**src/design/ert_pkg.sv**
```systemverilog
// Shared types, field layout and constants of the extended RTC timekeeper.
package ert_pkg;

  // Input word layout: tdata carries the set arguments, tuser the function code.
  localparam int IN_DATA_W  = 72;
  localparam int IN_USER_W  = 3;
  localparam int IN_SEC_LSB = 0;
  localparam int IN_SEC_MSB = 39;
  localparam int IN_NS_LSB  = 40;
  localparam int IN_NS_MSB  = 70;

  // Output word layout: tdata carries the time fields, tuser the status code.
  localparam int OUT_DATA_W   = 264;
  localparam int OUT_USER_W   = 2;
  localparam int OUT_TICK_LSB = 0;
  localparam int OUT_TICK_MSB = 54;
  localparam int OUT_SEC_LSB  = 55;
  localparam int OUT_SEC_MSB  = 104;
  localparam int OUT_NS_LSB   = 105;
  localparam int OUT_NS_MSB   = 134;
  localparam int OUT_MS_LSB   = 135;
  localparam int OUT_MS_MSB   = 198;
  localparam int OUT_US_LSB   = 199;
  localparam int OUT_US_MSB   = 262;
  localparam int OUT_RTS_BIT  = 263;

  typedef logic [2:0] func_t;
  localparam func_t FUNC_TICK      = 3'd0;
  localparam func_t FUNC_READ_SYS  = 3'd1;
  localparam func_t FUNC_READ_REAL = 3'd2;
  localparam func_t FUNC_SET_REAL  = 3'd3;
  localparam func_t FUNC_UNSET     = 3'd4;

  typedef logic [1:0] status_t;
  localparam status_t STATUS_OK      = 2'd0;
  localparam status_t STATUS_NOT_SET = 2'd1;
  localparam status_t STATUS_BAD_ARG = 2'd2;

  localparam logic [31:0] NS_PER_SEC = 32'd1000000000;
  localparam logic [20:0] NS_MUL     = 21'd1953125;
  localparam logic [9:0]  MS_MUL     = 10'd1000;
  localparam logic [13:0] US_MUL     = 14'd15625;

  // Controller to datapath commands.
  typedef struct packed {
    logic accept;
    logic ld_lf;
    logic ld_prod;
    logic ld_sum;
    logic finish;
  } ert_cmd_t;

  // Datapath to controller status.
  typedef struct packed {
    logic out_free;
  } ert_stat_t;

endpackage

```
**src/design/extended_rtc_timekeeper.sv**
```systemverilog
// Top level of the extended RTC timekeeper: stream ports, controller and datapath.
// Each accepted input word passes through the controller steps (prescale multiply,
// constant multiplies, sums, final select) before its result word is registered.
// A new word is taken while idle or as the last result is loaded, and an output stall holds it.
// Reset (rst, synchronous, active high) clears the RTC and half-interval counts,
// the real-time base, the prescaler and the output valid flag.
module extended_rtc_timekeeper #(
  parameter int COUNTER_BITS = 24
) (
  input  logic                            clk,
  input  logic                            rst,
  // Prescaler register write port.
  input  logic                            rtc_prescaler_we,
  input  logic [11:0]                     rtc_prescaler_wdata,
  // Input stream.
  input  logic                            s_axis_tvalid,
  output logic                            s_axis_tready,
  // tdata, low bit up: set_seconds[39:0], set_nanoseconds[70:40], zero pad [71].
  input  logic [ert_pkg::IN_DATA_W-1:0]   s_axis_tdata,
  // tuser: func[2:0].
  input  logic [ert_pkg::IN_USER_W-1:0]   s_axis_tuser,
  // Output stream.
  output logic                            m_axis_tvalid,
  input  logic                            m_axis_tready,
  // tdata, low bit up: tick_total[54:0], seconds[104:55], nanoseconds[134:105],
  // milliseconds[198:135], microseconds[262:199], real_time_set[263].
  output logic [ert_pkg::OUT_DATA_W-1:0]  m_axis_tdata,
  // tuser: status[1:0].
  output logic [ert_pkg::OUT_USER_W-1:0]  m_axis_tuser
);

  ert_pkg::ert_cmd_t  cmd;
  ert_pkg::ert_stat_t stat;

  // The controller walks one word at a time through the datapath. It takes the
  // next word in the same cycle in which the finished result is loaded into the
  // output register, so a waiting result never blocks the following request
  // for longer than the output side stalls.
  ert_ctrl u_ctrl (
    .clk      (clk),
    .rst      (rst),
    .in_valid (s_axis_tvalid),
    .in_ready (s_axis_tready),
    .cmd      (cmd),
    .stat     (stat)
  );

  // The datapath holds the counters and the real-time base. The extended tick
  // count is the half-interval count over the low RTC bits; system time is that
  // count times the prescale factor in 32768 Hz cycles, and the wide multiplies are
  // split into 32-bit halves, with their results registered.
  ert_dp #(
    .COUNTER_BITS (COUNTER_BITS)
  ) u_dp (
    .clk             (clk),
    .rst             (rst),
    .cmd             (cmd),
    .stat            (stat),
    .func            (s_axis_tuser),
    .set_seconds     (s_axis_tdata[ert_pkg::IN_SEC_MSB:ert_pkg::IN_SEC_LSB]),
    .set_nanoseconds (s_axis_tdata[ert_pkg::IN_NS_MSB:ert_pkg::IN_NS_LSB]),
    .cfg_we          (rtc_prescaler_we),
    .cfg_wdata       (rtc_prescaler_wdata),
    .out_valid       (m_axis_tvalid),
    .out_ready       (m_axis_tready),
    .out_data        (m_axis_tdata),
    .out_status      (m_axis_tuser)
  );

endmodule

```
**src/design/ert_ctrl.sv**
```systemverilog
// Sequencing state machine of the extended RTC timekeeper.
module ert_ctrl (
  input  logic              clk,
  input  logic              rst,
  input  logic              in_valid,
  output logic              in_ready,
  output ert_pkg::ert_cmd_t cmd,
  input  ert_pkg::ert_stat_t stat
);

  typedef enum logic [4:0] {
    ST_IDLE = 5'b00001,
    ST_MUL  = 5'b00010,
    ST_PROD = 5'b00100,
    ST_SUM  = 5'b01000,
    ST_DONE = 5'b10000
  } state_t;

  state_t state, state_next;

  always_comb begin
    in_ready   = (state == ST_IDLE) || ((state == ST_DONE) && stat.out_free);
    cmd        = '0;
    cmd.accept = in_valid && in_ready;
    state_next = state;
    case (state)
      ST_IDLE: begin
        if (cmd.accept) state_next = ST_MUL;
      end
      ST_MUL: begin
        cmd.ld_lf  = 1'b1;
        state_next = ST_PROD;
      end
      ST_PROD: begin
        cmd.ld_prod = 1'b1;
        state_next  = ST_SUM;
      end
      ST_SUM: begin
        cmd.ld_sum = 1'b1;
        state_next = ST_DONE;
      end
      ST_DONE: begin
        if (stat.out_free) begin
          cmd.finish = 1'b1;
          state_next = cmd.accept ? ST_MUL : ST_IDLE;
        end
      end
      default: begin
        state_next = ST_IDLE;
      end
    endcase
  end

  always_ff @(posedge clk) begin
    if (rst) begin
      state <= ST_IDLE;
    end else begin
      state <= state_next;
    end
  end

endmodule

```
**src/design/ert_dp.sv**
```systemverilog
// Counters, time base and arithmetic datapath of the extended RTC timekeeper.
module ert_dp #(
  parameter int COUNTER_BITS = 24
) (
  input  logic                              clk,
  input  logic                              rst,
  input  ert_pkg::ert_cmd_t                 cmd,
  output ert_pkg::ert_stat_t                stat,
  input  ert_pkg::func_t                    func,
  input  logic [39:0]                       set_seconds,
  input  logic [30:0]                       set_nanoseconds,
  input  logic                              cfg_we,
  input  logic [11:0]                       cfg_wdata,
  output logic                              out_valid,
  input  logic                              out_ready,
  output logic [ert_pkg::OUT_DATA_W-1:0]    out_data,
  output ert_pkg::status_t                  out_status
);

  localparam int TOT_W = COUNTER_BITS + 31;

  // Control state, cleared by reset.
  logic [COUNTER_BITS-1:0] rtc_count;
  logic [31:0]             half_count;
  logic [63:0]             base_s;
  logic [30:0]             base_ns;
  logic [11:0]             prescaler;

  // Latched request.
  ert_pkg::func_t func_r;
  logic [39:0]    rs_r;
  logic [30:0]    rn_r;

  // Pipeline of the time computation.
  logic [63:0] lf;
  logic [35:0] ns_prod;
  logic [41:0] ms_lo;
  logic [31:0] ms_hi;
  logic [45:0] us_lo;
  logic [31:0] us_hi;
  logic [48:0] ms_r;
  logic [54:0] us_r;
  logic [29:0] sys_ns;
  logic [63:0] rsum_s;
  logic [31:0] rsum_ns;
  logic [63:0] dset_s;
  logic [31:0] dset_ns;

  logic [COUNTER_BITS-1:0] rtc_inc;
  logic [TOT_W-1:0]        tot;
  logic [63:0]             tot_ext;
  logic [12:0]             p1;
  logic [44:0]             lf_lo_prod, lf_hi_prod;
  logic [63:0]             lf_next;
  logic [35:0]             ns_prod_next;
  logic [41:0]             ms_lo_next, ms_hi_prod;
  logic [45:0]             us_lo_next, us_hi_prod;
  logic [63:0]             ms_full, us_full, sys_s;
  logic [29:0]             sys_ns_next;
  logic [63:0]             rsum_s_next, dset_s_next;
  logic [31:0]             rsum_ns_next, dset_ns_next;

  logic                    carry, set_ok, borrow, rts_out;
  logic [63:0]             real_s, new_bs, secs, ms_out, us_out;
  logic [31:0]             real_ns, new_bns_w;
  logic [29:0]             nsec;
  logic [63:0]             base_s_next;
  logic [30:0]             base_ns_next;
  ert_pkg::status_t        status;

  // Top bit of the RTC count always equals the low bit of the half count,
  // so the extended count is the plain concatenation.
  assign rtc_inc = rtc_count + COUNTER_BITS'(1);
  assign tot     = {half_count, rtc_count[COUNTER_BITS-2:0]};
  assign tot_ext = 64'(tot);

  always_comb begin
    p1         = {1'b0, prescaler} + 13'd1;
    lf_lo_prod = 45'(tot[31:0]) * 45'(p1);
    lf_hi_prod = 45'(tot[TOT_W-1:32]) * 45'(p1);
    lf_next    = 64'(lf_lo_prod) + {lf_hi_prod[31:0], 32'd0};

    ns_prod_next = 36'(lf[14:0]) * 36'(ert_pkg::NS_MUL);
    ms_lo_next   = 42'(lf[31:0]) * 42'(ert_pkg::MS_MUL);
    ms_hi_prod   = 42'(lf[63:32]) * 42'(ert_pkg::MS_MUL);
    us_lo_next   = 46'(lf[31:0]) * 46'(ert_pkg::US_MUL);
    us_hi_prod   = 46'(lf[63:32]) * 46'(ert_pkg::US_MUL);

    sys_s        = {15'd0, lf[63:15]};
    ms_full      = 64'(ms_lo) + {ms_hi, 32'd0};
    us_full      = 64'(us_lo) + {us_hi, 32'd0};
    sys_ns_next  = ns_prod[35:6];
    rsum_s_next  = sys_s + base_s;
    rsum_ns_next = 32'(sys_ns_next) + 32'(base_ns);
    dset_s_next  = 64'(rs_r) - sys_s;
    dset_ns_next = 32'(rn_r) - 32'(sys_ns_next);
  end

  always_comb begin
    carry     = rsum_ns >= ert_pkg::NS_PER_SEC;
    real_s    = carry ? rsum_s + 64'd1 : rsum_s;
    real_ns   = carry ? rsum_ns - ert_pkg::NS_PER_SEC : rsum_ns;
    set_ok    = !rs_r[39] && !rn_r[30] && (32'(rn_r) < ert_pkg::NS_PER_SEC);
    borrow    = dset_ns[31];
    new_bs    = borrow ? dset_s - 64'd1 : dset_s;
    new_bns_w = borrow ? dset_ns + ert_pkg::NS_PER_SEC : dset_ns;

    status       = ert_pkg::STATUS_OK;
    secs         = '0;
    nsec         = '0;
    ms_out       = '0;
    us_out       = '0;
    base_s_next  = base_s;
    base_ns_next = base_ns;
    case (func_r)
      ert_pkg::FUNC_READ_SYS: begin
        secs   = sys_s;
        nsec   = sys_ns;
        ms_out = {15'd0, ms_r};
        us_out = {9'd0, us_r};
      end
      ert_pkg::FUNC_READ_REAL: begin
        if ((base_s == '0) && (base_ns == '0)) begin
          status = ert_pkg::STATUS_NOT_SET;
        end else begin
          secs = real_s;
          nsec = real_ns[29:0];
        end
      end
      ert_pkg::FUNC_SET_REAL: begin
        if (!set_ok) begin
          status = ert_pkg::STATUS_BAD_ARG;
        end else begin
          base_s_next  = new_bs;
          base_ns_next = new_bns_w[30:0];
        end
      end
      ert_pkg::FUNC_UNSET: begin
        base_s_next  = '0;
        base_ns_next = '0;
      end
      default: begin
      end
    endcase
    rts_out = (base_s_next != '0) || (base_ns_next != '0);
  end

  assign stat.out_free = !out_valid || out_ready;

  always_ff @(posedge clk) begin
    if (rst) begin
      prescaler  <= '0;
      rtc_count  <= '0;
      half_count <= '0;
      base_s     <= '0;
      base_ns    <= '0;
      out_valid  <= 1'b0;
    end else begin
      if (cfg_we) prescaler <= cfg_wdata;
      if (cmd.accept && (func == ert_pkg::FUNC_TICK)) begin
        rtc_count <= rtc_inc;
        if (rtc_inc[COUNTER_BITS-2:0] == '0) half_count <= half_count + 32'd1;
      end
      if (cmd.finish) begin
        base_s  <= base_s_next;
        base_ns <= base_ns_next;
      end
      if (cmd.finish) begin
        out_valid <= 1'b1;
      end else if (out_ready) begin
        out_valid <= 1'b0;
      end
    end
  end

  always_ff @(posedge clk) begin
    if (cmd.accept) begin
      func_r <= func;
      rs_r   <= set_seconds;
      rn_r   <= set_nanoseconds;
    end
    if (cmd.ld_lf) lf <= lf_next;
    if (cmd.ld_prod) begin
      ns_prod <= ns_prod_next;
      ms_lo   <= ms_lo_next;
      ms_hi   <= ms_hi_prod[31:0];
      us_lo   <= us_lo_next;
      us_hi   <= us_hi_prod[31:0];
    end
    if (cmd.ld_sum) begin
      ms_r    <= ms_full[63:15];
      us_r    <= us_full[63:9];
      sys_ns  <= sys_ns_next;
      rsum_s  <= rsum_s_next;
      rsum_ns <= rsum_ns_next;
      dset_s  <= dset_s_next;
      dset_ns <= dset_ns_next;
    end
    if (cmd.finish) begin
      out_data   <= {rts_out, us_out, ms_out, nsec, secs[49:0], tot_ext[54:0]};
      out_status <= status;
    end
  end

endmodule

```
**config.mk**
```make
export PLATFORM = sky130hd
export DESIGN_NAME = extended_rtc_timekeeper
export DESIGN_NICKNAME = d
export VERILOG_FILES = /design/src/design/ert_pkg.sv /design/src/design/extended_rtc_timekeeper.sv /design/src/design/ert_ctrl.sv /design/src/design/ert_dp.sv
export SDC_FILE = /design/constraint.sdc
export NUM_CORES = 2
export LEC_CHECK = 0
export BUFFER_PORTS_ARGS = -buffer_cell sky130_fd_sc_hd__buf_2
export CORE_UTILIZATION = 65
export CTS_BUF_LIST = sky130_fd_sc_hd__clkbuf_16
export CTS_CLUSTER_SIZE = 10
export DETAILED_ROUTE_END_ITERATION = 6
export PLACE_DENSITY = 0.83
export SYNTH_ARGS = -nofsm -noshare
export SYNTH_HDL_FRONTEND = slang
export SYNTH_SLANG_ARGS = --single-unit
```
**constraint.sdc**
```tcl
create_clock -name clk -period 72.9 [get_ports clk]
set_clock_uncertainty 0.15 [all_clocks]
set_input_delay 10.935 -clock clk [delete_from_list [all_inputs] [get_ports clk]]
set_output_delay 10.935 -clock clk [all_outputs]
set_load 0.005 [all_outputs]
```
==> run metrics <==
Final Max Slew Viols 0; DRC 2; endpoints failing hold 0; GRT Resource Usage Total 33.9%; status finished, violations left; Post-synth EDFFs 831; WP data arrival 11.51 ns; Async S/R FF share, synth 0%; DR pass1 iterations 7; Die Y 378 µm; Setup Crit Path Kind in -> out; Setup crit end kind output port; Clock Sinks 999; worst vdd ir 53.5 µV; Max-Slew Margin vs Limit 21.3%; fraction of layout cells with a size suffix above 1 6.92%; global-route wire length before repair 370000 µm; GPL Wtd Cong 0.991; max_cap viols 0; Mapped Cells 8801; post-layout min period 22.60 ns; final core utilization 70.9%; CTS H-tree lvls 3; Leakage 0.0445 µW; #FFs+latches synth 999; P&R area growth vs syn 7.96%; setup_tns 0 ns; Initial Util 65.6%; largest net degree at the start of global routing 166; fmax 44.3 MHz; vias in the first global route 68.0k; slew of the pin with the lowest slew margin 1.18 ns; pwr/cell area 29.5 nW/µm²; initial antenna violation count 9; # Post-CTS Setup Buffers 0; synthesized area 91700 µm²; IO buf count 334; IO Count 360; clk_lat worst skew 0.76 ns; RSZ-0062 raised after global routing false; vias 66.0k; Critical Path RT 61.82 ns; nature of the critical path startpoint input port; Worst Path Max Fanout 2; DR vias/cell 5.97; Root Buffer Master clkbuf_16; Rows 137; hold buffers post-CTS 0; Avg WL per Cell 21.6 µm; Core Box Area 140000 µm²; Yosys warning count 0; fin cells 11.1k; drt initial violations 6225; total wire length 238000 µm; clk buf depth 3; CTS tree done; placed cells 10.8k; post-route ant nets 0; synthesized area per cell 10.4 µm²; TritonCTS Buffers 118; Final setup viols 0; post-CTS sizing 0; nets@finish 11.1k; Synth Flop Type edfxtp_1; failing checks design-rule violations; DP HPWL 184000 µm; hold crit path type reg -> reg; Synth cell types 86; register area share after synthesis 30.9%; DIE AREA 143000 µm²; width of the die 378 µm; Clk pin slew, worst setup/hold paths 0.06 ns; grt ovf 0; worst hold slack 0.261 ns; part of the cycle the worst path needs 31.0%
## critical path, cell delays in order
cell and delay, ns:
buf_2 0.10, nor2b_1 0.11, o21ai_1 0.08, and2_1 0.16
buf_2 0.12
## layer usage
layer | share of wire (%) | wire [µm] | vias to the layer above | track usage, %
met5 | 0.034 | 80 | - | 0
met4 | 4.6 | 10900 | 10 | 14.6
met3 | 10 | 24900 | 609 | 7.55
met2 | 46 | 109000 | 3236 | 54.2
met1 | 39 | 93100 | 32500 | 44.6
li1 | - | - | 29700 | -
## cells in the mapped netlist, types with 119 or more instances
library cell | instances | share of area (%)
edfxtp_1 | 831 | 27
xor2_1 | 189 | 1.8
fa_1 | 1082 | 24
o21ai_0 | 242 | 1.3
nand2_1 | 783 | 3.2
xnor2_1 | 408 | 3.9
and2_1 | 331 | 2.3
a21oi_1 | 337 | 1.8
dfxtp_1 | 168 | 3.7
ha_1 | 841 | 11
a21o_1 | 178 | 1.5
clkbuf_1 | 242 | 0.99
nor3_1 | 155 | 0.85
nand3_1 | 119 | 0.65
inv_1 | 1425 | 5.8
nor2_1 | 456 | 1.9
## sequential cells by signal, indices dropped and copies added (netlist names), 3 cells and up
register         cells
u_dp.dset_ns        32
u_dp.rsum_s         50
u_dp.us_r           55
u_dp.lf             64
u_dp.us_hi          32
u_ctrl.state         5
u_dp.prescaler      12
u_dp.rn_r           31
u_dp.ms_r           49
u_dp.rs_r           40
u_dp.us_lo          37
u_dp.base_s         64
u_dp.rsum_ns        32
u_dp.out_data      240
u_dp.sys_ns         30
u_dp.base_ns        31
u_dp.func_r          3
u_dp.rtc_count      23
u_dp.ms_hi          27
u_dp.ms_lo          27
u_dp.dset_s         50
u_dp.half_count     32
u_dp.ns_prod        30
## metrics by stage
| step | setup slack [ns] | instance area [µm²] | power [µW] |
|---|---|---|---|
| finish | 50.30 | 99000 | 2920 |
| floorplan | 42.39 | 91800 | 1920 |
| detailed placement | 50.30 | 95500 | 2350 |
| global route | 50.27 | 99000 | 3110 |
| CTS | 50.30 | 99000 | 2900 |
| global placement | 50.33 | 95500 | 2290 |
## cells in the final DEF (no fill, tap or decap), drive strengths merged, types with 18 or more instances in the layout
cell,count
conb,24
o21a,83
or4,21
a21oi,337
o21bai,48
o211ai,23
nor4,65
inv,1500
a22oi,47
and2,333
ha,841
a211o,18
a21o,178
o31ai,18
or2,20
nand4,64
clkinv,19
xnor2,408
nor2b,94
nor3,160
buf,409
clkbuf,119
o21ai,247
and3,68
or3,50
nand3,119
fa,1082
a211oi,61
dfxtp,168
xor2,189
a31oi,41
nand2b,52
a2111oi,19
edfxtp,831
nor2,456
nand2,783
## final cells by class
class / count / area, µm²
clock buffers: 119 / 2980
diodes: 2 / 5.00
fillers: 9814 / 40700
flip-flops and latches: 999 / 28300
repair buffers: 409 / 2250
clock inverters: 95 / 546
inverters: 1426 / 5360
well taps: 1876 / 2350
multi-input cells: 6126 / 57200
## where the power goes
| part | total (µW) | internal, µW | switching, µW |
|---|---|---|---|
| Clock | 537 | 300 | 237 |
| Combinational | 1610 | 656 | 955 |
| Sequential | 768 | 744 | 23.6 |
## path summary, 6_finish.rpt
check	start	endpoint	slack, ns	cells after the start
worst max-delay path	m_axis_tready	s_axis_tready	50.30	5
worst min register to register	u_dp.us_lo[31]	u_dp.us_r[22]	0.26	0
worst min-delay path	u_dp.us_lo[31]	u_dp.us_r[22]	0.26	0
worst max register to register	u_dp.prescaler[0]	u_dp.lf[63]	63.24	30
## kinds of logic (layout without fill, tap and decap cells)
family	count (synthesis)	count (layout)	synth area share [%]
DFF	999	999	30.9
xor gates and xnor gates	598	598	5.73
other	1	26	0.00409
and+or+nand+nor	2326	2326	12.3
muxes	18	18	0.198
adders and majority gates	1923	1923	35.1
buffers and inverters	1699	2049	7.06
AOI/OAI and AO/OA	1237	1237	8.72
No activity file was read; power rests on OpenSTA's default activity.
